==> src/hdl/rpe_pkg.sv <==
// ----------------------------------------------------------------------------
// rpe_pkg
// Shared widths, constants and types of the pinhole reprojection error block.
// ----------------------------------------------------------------------------
package rpe_pkg;

  localparam int COEF_W  = 18;   // Q2.16 rotation coefficient
  localparam int POINT_W = 32;   // Q16.16 scene coordinate
  localparam int TRANS_W = 21;   // Q13.8 translation
  localparam int ACC_W   = 52;   // camera point with 32 fraction bits
  localparam int PROD_W  = COEF_W + POINT_W;
  localparam int CAM_W   = 36;   // camera point floored to 16 fraction bits
  localparam int ZMAG_W  = 35;   // depth magnitude
  localparam int FOCAL_W = 20;
  localparam int PIX_W   = 16;
  localparam int PROJ_W  = 18;
  localparam int ERR_W   = 17;
  localparam int SUM_W   = 32;
  localparam int NUM_W   = 58;   // divider dividend
  localparam int DEN_W   = 39;   // divider divisor
  localparam int QUO_W   = 19;   // divider quotient, saturating
  localparam int SQ_W    = 38;   // squared distance and root work registers
  localparam int DIFF_W  = 19;
  localparam int PV_W    = 21;
  localparam int FIFO_DEPTH = 2;
  localparam int CNT_W   = 17;   // point count, covers the largest point limit
  localparam int SEEN_W  = 11;   // points seen as reported on the result

  localparam int ROT_W  = 3 * COEF_W;
  localparam int TPK_W  = 3 * TRANS_W;
  localparam int PP_W   = 2 * PIX_W;
  localparam int APB_AW = 6;
  localparam int APB_DW = 64;

  // register indexes (byte address / 8)
  localparam logic [2:0] REG_ROT_A = 3'd0;
  localparam logic [2:0] REG_ROT_B = 3'd1;
  localparam logic [2:0] REG_ROT_C = 3'd2;
  localparam logic [2:0] REG_TRANS = 3'd3;
  localparam logic [2:0] REG_FOCAL = 3'd4;
  localparam logic [2:0] REG_PRINC = 3'd5;

  localparam logic [ROT_W-1:0]   ROT_A_RST = 54'd65536;
  localparam logic [ROT_W-1:0]   ROT_B_RST = 54'd17179869184;
  localparam logic [ROT_W-1:0]   ROT_C_RST = 54'd4503599627370496;
  localparam logic [FOCAL_W-1:0] FOCAL_RST = 20'd371883;

  localparam logic signed [CAM_W-1:0] UNIT_DEPTH = 36'sd65536;
  localparam logic [ERR_W-1:0]        ERR_MAX    = '1;
  localparam logic signed [PV_W-1:0]  PROJ_HI    = 21'sd131071;
  localparam logic signed [PV_W-1:0]  PROJ_LO    = -21'sd131072;
  localparam logic [SQ_W-1:0]         ROOT_BIT0  = 38'h10_0000_0000; // 2^36

  typedef struct packed {
    logic [ROT_W-1:0]   rot_a;
    logic [ROT_W-1:0]   rot_b;
    logic [ROT_W-1:0]   rot_c;
    logic [TPK_W-1:0]   trans;
    logic [FOCAL_W-1:0] focal;
    logic [PP_W-1:0]    princ;
  } cfg_t;

  // classified point handed from front to back
  typedef struct packed {
    logic signed [CAM_W-1:0] cam_x;
    logic signed [CAM_W-1:0] cam_y;
    logic signed [CAM_W-1:0] cam_z;  // unit depth already substituted for zero
    logic                    behind;
    logic [PIX_W-1:0]        obs_u;
    logic [PIX_W-1:0]        obs_v;
    logic                    last;
  } job_t;

endpackage

==> src/hdl/rpe_fifo.sv <==
// ----------------------------------------------------------------------------
// rpe_fifo
// Short job queue between the front and the back.
// ----------------------------------------------------------------------------
module rpe_fifo (
  input  logic          clk,
  input  logic          rst_n,
  input  logic          wr_en,
  input  rpe_pkg::job_t wr_data,
  output logic          wr_full,
  input  logic          rd_en,
  output rpe_pkg::job_t rd_data,
  output logic          rd_empty
);
  import rpe_pkg::*;

  localparam int PTR_W = $clog2(FIFO_DEPTH);
  localparam int CNT_W = $clog2(FIFO_DEPTH + 1);

  job_t             mem_r [FIFO_DEPTH];
  logic [PTR_W-1:0] wr_ptr_r, rd_ptr_r;
  logic [CNT_W-1:0] count_r;

  assign wr_full  = (count_r == CNT_W'(FIFO_DEPTH));
  assign rd_empty = (count_r == '0);
  assign rd_data  = mem_r[rd_ptr_r];

  // storage
  always_ff @(posedge clk) begin
    if (wr_en) mem_r[wr_ptr_r] <= wr_data;
  end

  // pointers and fill count
  always_ff @(posedge clk) begin
    if (!rst_n) begin
      wr_ptr_r <= '0;
      rd_ptr_r <= '0;
      count_r  <= '0;
    end else begin
      if (wr_en) wr_ptr_r <= (wr_ptr_r == PTR_W'(FIFO_DEPTH - 1)) ? '0 : wr_ptr_r + 1'b1;
      if (rd_en) rd_ptr_r <= (rd_ptr_r == PTR_W'(FIFO_DEPTH - 1)) ? '0 : rd_ptr_r + 1'b1;
      unique case ({wr_en, rd_en})
        2'b10:   count_r <= count_r + 1'b1;
        2'b01:   count_r <= count_r - 1'b1;
        default: count_r <= count_r;
      endcase
    end
  end

`ifndef SYNTH
  a_no_overfill: assert property (@(posedge clk) disable iff (!rst_n)
    !(wr_en && wr_full && !rd_en)) else $error("job queue written while full");
  a_no_underrun: assert property (@(posedge clk) disable iff (!rst_n)
    !(rd_en && rd_empty)) else $error("job queue read while empty");
`endif

endmodule

==> config.mk <==
export PLATFORM = sky130hd
export DESIGN_NAME = rpe_fifo
export DESIGN_NICKNAME = d
export VERILOG_FILES = /design/src/hdl/rpe_pkg.sv /design/src/hdl/rpe_fifo.sv
export SDC_FILE = /design/constraint.sdc
export NUM_CORES = 1
export LEC_CHECK = 0
export ABC_AREA = 1
export BUFFER_PORTS_ARGS = -buffer_cell sky130_fd_sc_hd__buf_2
export CELL_PAD_IN_SITES_DETAIL_PLACEMENT = 0
export CELL_PAD_IN_SITES_GLOBAL_PLACEMENT = 2
export CORE_MARGIN = 4
export CORE_UTILIZATION = 43
export CTS_BUF_LIST = sky130_fd_sc_hd__clkbuf_4
export DETAILED_ROUTE_END_ITERATION = 10
export PLACE_DENSITY = 0.91
export SYNTH_ARGS = -nofsm -noshare
export SYNTH_HDL_FRONTEND = slang
export SYNTH_SLANG_ARGS = --single-unit
==> constraint.sdc <==
create_clock -name clk -period 22 [get_ports clk]
set_clock_uncertainty 0.1 [all_clocks]
set_input_delay 2.2 -clock clk [delete_from_list [all_inputs] [get_ports clk]]
set_output_delay 2.2 -clock clk [all_outputs]
set_load 0.05 [all_outputs]
== After elaboration in Yosys (flattened, before gate mapping) ==
Memory sizes are Yosys's and may differ from the RTL's. A register that Yosys moved wholly into a read port is not among the register bits.
Cells that the tools add are included.

* Memory bits (writable): 284
* Output and inout bits: 144
* Register bits: 4
* ROM bits: 0
* Input port bits: 146
* Latch bits: 0
* Word-level logic and storage cells: 20
* Memories kept: 1

{| class="wikitable"
|+ Memory list
! memory !! words !! bits a word !! rd ports !! clocked after Yosys merged registers in !! write ports !! RTL line !! RTL
|-
| mem_r || 2 || 142 || 1 || 1 || 1 || rpe_fifo.sv:20 || <nowiki>job_t mem_r [FIFO_DEPTH];</nowiki>
|}

* Reduce and logical (&&, ||, !) cells: 2
* Bitwise gates (word level): 0
* Divide/modulo/power cells: 0
* Multiplexer cells: 7
* Order comparisons: 0
* Equal/unequal tests: 3
* $add $sub $neg: 4
* Shifts and indexed selects: 0
* $mul: 0

{| class="wikitable"
|+ Operator list
! operator !! number
|-
| 2-to-1 mux 1 bit || 6
|-
| equality test 2 bit (second input constant) || 2
|-
| one-hot mux 2 bit (2 select lines) || 1
|-
| adder 1 bit (second input constant) || 2
|-
| adder 2 x 1 -> 2 bit (second input constant) || 1
|-
| equality test 2 x 1 -> 1 bit (second input constant) || 1
|-
| zero test 2 bit || 1
|-
| nonzero test 2 bit || 1
|-
| subtractor 2 x 1 -> 2 bit (second input constant) || 1
|}

== Logic depth before layout (Yosys ltp) ==
Gate-level depths: netlist (run 1).

* Word-level depth: 4
* Mapped depth: 7
* Depth with buffers taken out: 7

== Worst setup path after synthesis (run 1) ==
OpenSTA, ideal clock, no wires.

* Path type: input port to flip-flop
* From: input port wr_en
* To: memory mem_r[0][0] (netlist name) (enable)
* Stages: 2
* Required time: 21251 ps
* Buffers on the path: 0
* Setup time: 649 ps
* Setup slack: 13046 ps
* Arrival: 8205 ps
* Path through: inv_1 nor2_1

* Longest elaborated chain between the ends: 2

{| class="wikitable"
|+ RTL lines
! element !! RTL line !! RTL
|-
| start: declaration || rpe_fifo.sv:8 || <nowiki>input logic wr_en,</nowiki>
|-
| 2-to-1 mux 1 bit || rpe_fifo.sv:30 || <nowiki>if (wr_en) mem_r[wr_ptr_r] <= wr_data;</nowiki>
|-
| 2-to-1 mux 1 bit (implied by the code) || rpe_fifo.sv:30 ||
|-
| end: declaration || rpe_fifo.sv:20 ||
|}

No other way between the ends.

==> flow_summary.ini, run 1 <==
[outcome]
outcome = completed

[power_and_ir_drop]
p_seq_frac = 0.514
vdd_ir_drop_max_mv = 0.0554
power_switching_uw = 335
power.density_nw_per_um2 = 93.5
p_sw_frac = 0.266
total_power_mw = 1.26
p_clk_frac = 0.335
p_leak_nw = 5.32
comb_power_share = 0.152
internal-power_uw = 923

[critical_path]
reg2reg_to = mem_r[1][19]$_DFFE_PP_
worst_ep_required_time_ns = 19.70
r2r_setup_slack_ns = 19.47
cp_max_fo = 55
cp.arrival_ns = 2.78
worst_r2r_path_depth = 3
end_kind = output port
path_class = reg -> out
r2r-start = wr_ptr_r$_SDFFE_PN0P_
cp-start-kind = flop

[synth]
yosysTopAreaCell = edfxtp_1
yosysUniqueCellTypes = 13
synth_area_leaders = edfxtp_1 (79%), mux2_4 (11%), mux2_2 (6.5%), buf_6 (1.0%), dfxtp_1 (0.93%)
ys_seq_area_frac = 0.799
synth_fp_nets = 624
yosys-mux-area-fraction = 0.176
synthCells = 477
async_flop_share = 0
synth_top_family_by_area = multiplexers
synth_common_cells = edfxtp_1 (284), mux2_4 (80), mux2_2 (62), nor2_1 (12), buf_6 (10)
synth.most_common_cell = edfxtp_1
ys_ff_latch = 289
synth-simple-area-share = 0.00753
synth_compound_area_frac = 0.000927
syn-cell-area_sq_um = 10800
synth-edff-count = 284
yosys.area.top_type_share = 0.790
syn_avg_cell_area_sq_um = 22.6
ys.warnings.count = 0
yosys.area_share.adder = 0.00116
synthXorXnorAreaFrac = 0
synth_ff_type = edfxtp_1

[clock_tree]
cts_hold_buf = 0
path_clk_slew_ns = 0.07
post_cts_buffers = 0
clkLatencyLatePin_ns = 0.61
htreeDepth = 3
clock_sinks = 289
cts_buffers = 74
ctsResizeCount = 0
cts_tree = done
cts_buffer_depth = 3
clockRootBuffer = clkbuf_4

[cells_and_area]
final_cells = 1207
stdcell_area_sq_um = 13500
num-nets-final = 978
drive_gt1_frac = 0.623
area_delta_synth_final_pct = 24.6
fin_util = 0.548

[min_path]
hold_class = reg -> reg
min-delay-start = rd_ptr_r$_SDFFE_PN0P_
hold_path_depth = 2

[place]
detailed_place_hpwl_mm = 13.8
dp.cells = 1079
place_congestion = 0.714
port-buffer-count = 289
placed_area_sq_um = 12600

[timing]
slew_violations = 0
max_freq_ghz = 0.197
period_share = 0.231
maxSlewHeadroom = 0.289
min_period_ns = 5.08
final_hold_viol_count = 0
worst_pin_slew_ns = 1.07
rsz0062_at_grt = false
setup-tns-final_ns = 0
setup_viol = 0

[drt]
drt_iter0_drc = 257
post_drt_wl_per_cell_um = 17.4
routed_wl_mm = 21.0
drc = 0
detail-route-antenna-nets = 0
via_per_inst = 4.68
firstDrtPassIters = 4
dr_total_vias = 5643

[global_route]
grt_max_degree = 78
grt_first_pass_wirelength_mm = 32.1
grt_usage = 0.148
use_met2 = 0.248
first_global_vias = 6105
antenna_found_initial = 6
met1_usage = 0.168
overflow = 0
grt.busiest_layer = met2
use_met3 = 0.0683

[floorplan]
initial_core_util = 0.440
die_h_um = 166
rows = 57
die_area_sq_um = 27700
core_sq_um = 24500
die_x_um = 166
pin_count = 290

[job]
cap_violations = 0
-- per-layer routing --
layer,share of wire,up-vias
met4,0.016,6
met2,0.50,253
li1,-,2655
met1,0.38,2692
met5,0.0016,-
met3,0.10,37
-- final cells by class --
| cell class | count | area [sq um] |
|---|---|---|
| sequential | 289 | 8630 |
| clock inverter | 21 | 110 |
| antenna | 4 | 10.0 |
| clock buffer | 103 | 773 |
| fill | 2029 | 11100 |
| timing repair buffer | 294 | 1480 |
| inverter | 6 | 27.5 |
| tap | 324 | 405 |
| multi-input combinational | 166 | 2010 |
-- cell families (layout without fill, tap and decap cells) --
logic type	Yosys count	count (layout)
flops	289	289
mux	142	142
buf+inv	22	424
simple gates	21	21
compound gates	2	2
fa+ha+maj	1	1
other cells	0	4
-- cell usage in the layout (no fill, tap or decap), types with 5 or more instances in the layout --
cell type  instances
buf_2            289
buf_4              5
clkbuf_4         103
clkinv_1          15
edfxtp_1         284
inv_1              5
mux2_2            62
mux2_4            80
nand2_1            8
nor2_1            11
-- how the worst max path moves through the flow --
stage          slack, ns                    end  start  depth (start not counted)
2_1_floorplan      13.05  mem_r[0][0]$_DFFE_PP_  wr_en                          2
3_3_place_gp       17.53            rd_data[25]   flop                          3
3_5_place_dp       17.50           rd_data[129]   flop                          3
4_1_cts            16.78           rd_data[129]   flop                          3
5_1_grt            16.72           rd_data[129]   flop                          3
6_report           16.92           rd_data[129]   flop                          3
-- state kept, by name (all words and copies together), names as in the netlist, named ones only --
name / count
mem_r: 284
count_r: 2
rd_ptr_r: 1
wr_ptr_r: 1
-- through the flow --
stage	setup WS, ns	hold slack, ns
floorplan	13.05	0.363
global placement	17.53	0.374
detailed placement	17.50	0.395
CTS	16.78	0.410
global route	16.72	0.443
finish	16.92	0.406
-- power groups by stage --
stage	Combinational (mW)	Sequential (mW)	Clock (mW)
2_1_floorplan	0.147	0.659	0
3_3_place_gp	0.191	0.657	0
4_1_cts	0.193	0.647	0.441
6_report	0.191	0.646	0.421
5_1_grt	0.200	0.649	0.472
3_5_place_dp	0.193	0.658	0
-- critical path, stage by stage, from the launching register on --
cell     delay (ns)
dfxtp_4        0.61
buf_4          0.84
mux2_2         0.43
buf_2          0.21
Note: power is estimated with default switching activity, not from simulation.
==> inputs of run 2 (changes only) <==
--- a/config.mk
+++ b/config.mk
@@ -5,15 +5,15 @@
 export SDC_FILE = /design/constraint.sdc
 export NUM_CORES = 1
 export LEC_CHECK = 0
-export ABC_AREA = 1
+export ABC_AREA = 0
 export BUFFER_PORTS_ARGS = -buffer_cell sky130_fd_sc_hd__buf_2
 export CELL_PAD_IN_SITES_DETAIL_PLACEMENT = 0
 export CELL_PAD_IN_SITES_GLOBAL_PLACEMENT = 2
 export CORE_MARGIN = 4
-export CORE_UTILIZATION = 43
+export CORE_UTILIZATION = 40
 export CTS_BUF_LIST = sky130_fd_sc_hd__clkbuf_4
 export DETAILED_ROUTE_END_ITERATION = 10
-export PLACE_DENSITY = 0.91
+export PLACE_DENSITY = 0.86
 export SYNTH_ARGS = -nofsm -noshare
 export SYNTH_HDL_FRONTEND = slang
 export SYNTH_SLANG_ARGS = --single-unit
==> constraint.sdc (replaced) <==
create_clock -name clk -period 5.3 [get_ports clk]
set_clock_uncertainty 0.1 [all_clocks]
set_input_delay 0.53 -clock clk [delete_from_list [all_inputs] [get_ports clk]]
set_output_delay 0.53 -clock clk [all_outputs]
set_load 0.05 [all_outputs]
==> run 2 against run 1 <==
Sequential cell count unchanged. Count of clock-buffer cells in the layout up 1. Worst hold slack worse by 0.23 ns. Non-clock buffer count up 142. Via count up 8.3%. Synthesized cell count down 2.7%. Wire length up 6.4%. Global-route usage down 0.062 points. Clock power rose to 4.4 times the previous value. First-iteration DRC count up 23%. Core utilization up 2.0 points. Sequential power rose to 4.1 times the previous value. Critical endpoint is now rd_data[29]. Highest routed layer is now met4.
==> flow_summary.ini, run 2 <==
[power_and_ir_drop]
comb_power_share = 0.179
p_clk_frac = 0.335
p_leak_nw = 5.89
vdd_ir_drop_max_mv = 0.225
p_sw_frac = 0.269
power_switching_mw = 1.48
p_seq_frac = 0.486
power.density_nw_per_um2 = 369
internal-power_mw = 4.03
total_power_mw = 5.51

[critical_path]
cp-start-kind = flop
end_kind = output port
path_class = reg -> out
cp_max_fo = 48
cp.arrival_ns = 2.54
worst_r2r_path_depth = 2
worst_ep_required_time_ns = 4.67

[cells_and_area]
final_common_cell = buf_2
layout_common_cells = buf_2 (289), edfxtp_1 (284), dlygate4sd3_1 (143)
top_register = mem_r
area_delta_synth_final_pct = 38.5
largest_reg_flops = 284
reg_top3 = mem_r x284, count_r x2
stdcell_area_sq_um = 14900
drive_gt1_frac = 0.548
num-nets-final = 1107
fin_util = 0.568

[clock_tree]
clkLatencyLatePin_ns = 0.61
htreeDepth = 3
cts_buffer_depth = 3
cts_tree = done
path_clk_slew_ns = 0.06
clockRootBuffer = clkbuf_4
post_cts_buffers = 0
clock_sinks = 289
cts_buffers = 74

[timing]
setup_viol = 0
setup-tns-final_ns = 0
worst_pin_slew_ns = 1.08
max_freq_ghz = 0.315
period_share = 0.598
rsz0062_at_grt = false
slew_violations = 0
final_hold_viol_count = 0
maxSlewHeadroom = 0.278
min_period_ns = 3.17

[synth]
synth_ff_type = edfxtp_1
yosys-mux-area-fraction = 0.176
synth_compound_area_frac = 0.00186
synth_area_leaders = edfxtp_1 (79%), mux2_4 (11%), mux2_2 (6.5%), buf_6 (0.94%), dfxtp_1 (0.93%)
synth_common_cells = edfxtp_1 (284), mux2_4 (80), mux2_2 (62), buf_6 (9), buf_2 (7)
yosys.area.top_type_share = 0.791
synthCells = 464
ys_seq_area_frac = 0.800
yosysUniqueCellTypes = 18
synth-simple-area-share = 0.00499
synth_fp_nets = 611
ys_ff_latch = 289
synth.most_common_cell = edfxtp_1
ys.warnings.count = 0
syn-cell-area_sq_um = 10800
yosys.area_share.adder = 0.00116
async_flop_share = 0
synthXorXnorAreaFrac = 0.00244
synth_top_family_by_area = multiplexers
syn_avg_cell_area_sq_um = 23.2
yosysTopAreaCell = edfxtp_1
synth-edff-count = 284

[global_route]
first_global_vias = 6627
grt_usage = 0.147
grt_max_degree = 144
antenna_found_initial = 2
grt_first_pass_wirelength_mm = 34.0
overflow = 0

[outcome]
outcome = completed

[floorplan]
die_h_um = 172
rows = 59
die_x_um = 172
core_sq_um = 26300
initial_core_util = 0.410
die_area_sq_um = 29600
pin_count = 290

[place]
detailed_place_hpwl_mm = 13.4
place_congestion = 0.725
placed_area_sq_um = 12600
port-buffer-count = 289

[drt]
routed_wl_mm = 22.4
dr_total_vias = 6112
via_per_inst = 4.57
drt_iter0_drc = 316
post_drt_wl_per_cell_um = 16.8
drc = 0
firstDrtPassIters = 5
detail-route-antenna-nets = 0

[job]
cap_violations = 0

[min_path]
hold_class = in -> reg
hold_path_depth = 3
## run 2: path summary, 6_finish.rpt
check,start,to,slack (ns)
setup / recovery,flop,rd_data[29],2.13
hold / removal,wr_en,wr_ptr_r$_SDFFE_PN0P_,0.17
hold reg to reg,count_r[1]$_SDFFE_PN0P_,count_r[1]$_SDFFE_PN0P_,0.42
setup reg to reg,wr_ptr_r$_SDFFE_PN0P_,mem_r[1][27]$_DFFE_PP_,3.12
## run 2: power by group through the flow
stage | clock [mW] | sequential, mW | combinational, mW
final | 1.85 | 2.68 | 0.984
after global routing | 2.07 | 2.69 | 1.03
after CTS | 1.93 | 2.68 | 0.994
after detailed placement | 0 | 2.73 | 0.906
after global placement | 0 | 2.72 | 0.900
after floorplan | 0 | 2.72 | 0.702
## run 2: repair_timing
| item | CTS | global route |
|---|---|---|
| gates resized for setup | 0 | 0 |
| endpoints found under the hold margin | 288 | 0 |
| hold buffers | 143 | 0 |
## run 2: layout make-up
class | count | area, sq um
inverter | 1 | 3.75
sequential | 289 | 8630
fill | 2043 | 11300
tap | 335 | 419
multi-input combinational | 158 | 2020
timing repair buffer | 436 | 2950
antenna | 2 | 5.00
clock inverter | 11 | 124
clock buffer | 104 | 781
## run 2: cells by family (layout without fill, tap and decap cells)
group	after synthesis	after routing
flops	289	289
mux	142	142
buf+inv	17	552
simple gates	9	9
compound gates	3	3
xor+xnor	3	3
fa+ha+maj	1	1
other cells	0	2
## run 2: routing by layer
metal	vias up	share of wire	track usage	routed length [um]
met1	2932	0.40	0.177	8860
met3	48	0.080	0.0521	1790
met4	0	0.025	0.0598	566
met2	260	0.50	0.242	11200
met5	-	0	0	0
li1	2872	-	-	-
## run 2: worst max-delay path: stages (launching register included)
cell and delay (ns):
dfxtp_4 0.54, buf_4 0.69, mux2_2 0.42, buf_2 0.22
## run 2: metrics by stage
| stage | setup slack, ns | hold slack [ns] | instances |
|---|---|---|---|
| final | 2.13 | 0.172 | 1336 |
| after global routing | 1.94 | 0.110 | 1336 |
| after CTS | 2.02 | 0.0797 | 1334 |
| after detailed placement | 2.75 | 0.410 | 1076 |
| after global placement | 2.77 | 0.396 | 1076 |
| after floorplan | 0.481 | 0.366 | 464 |
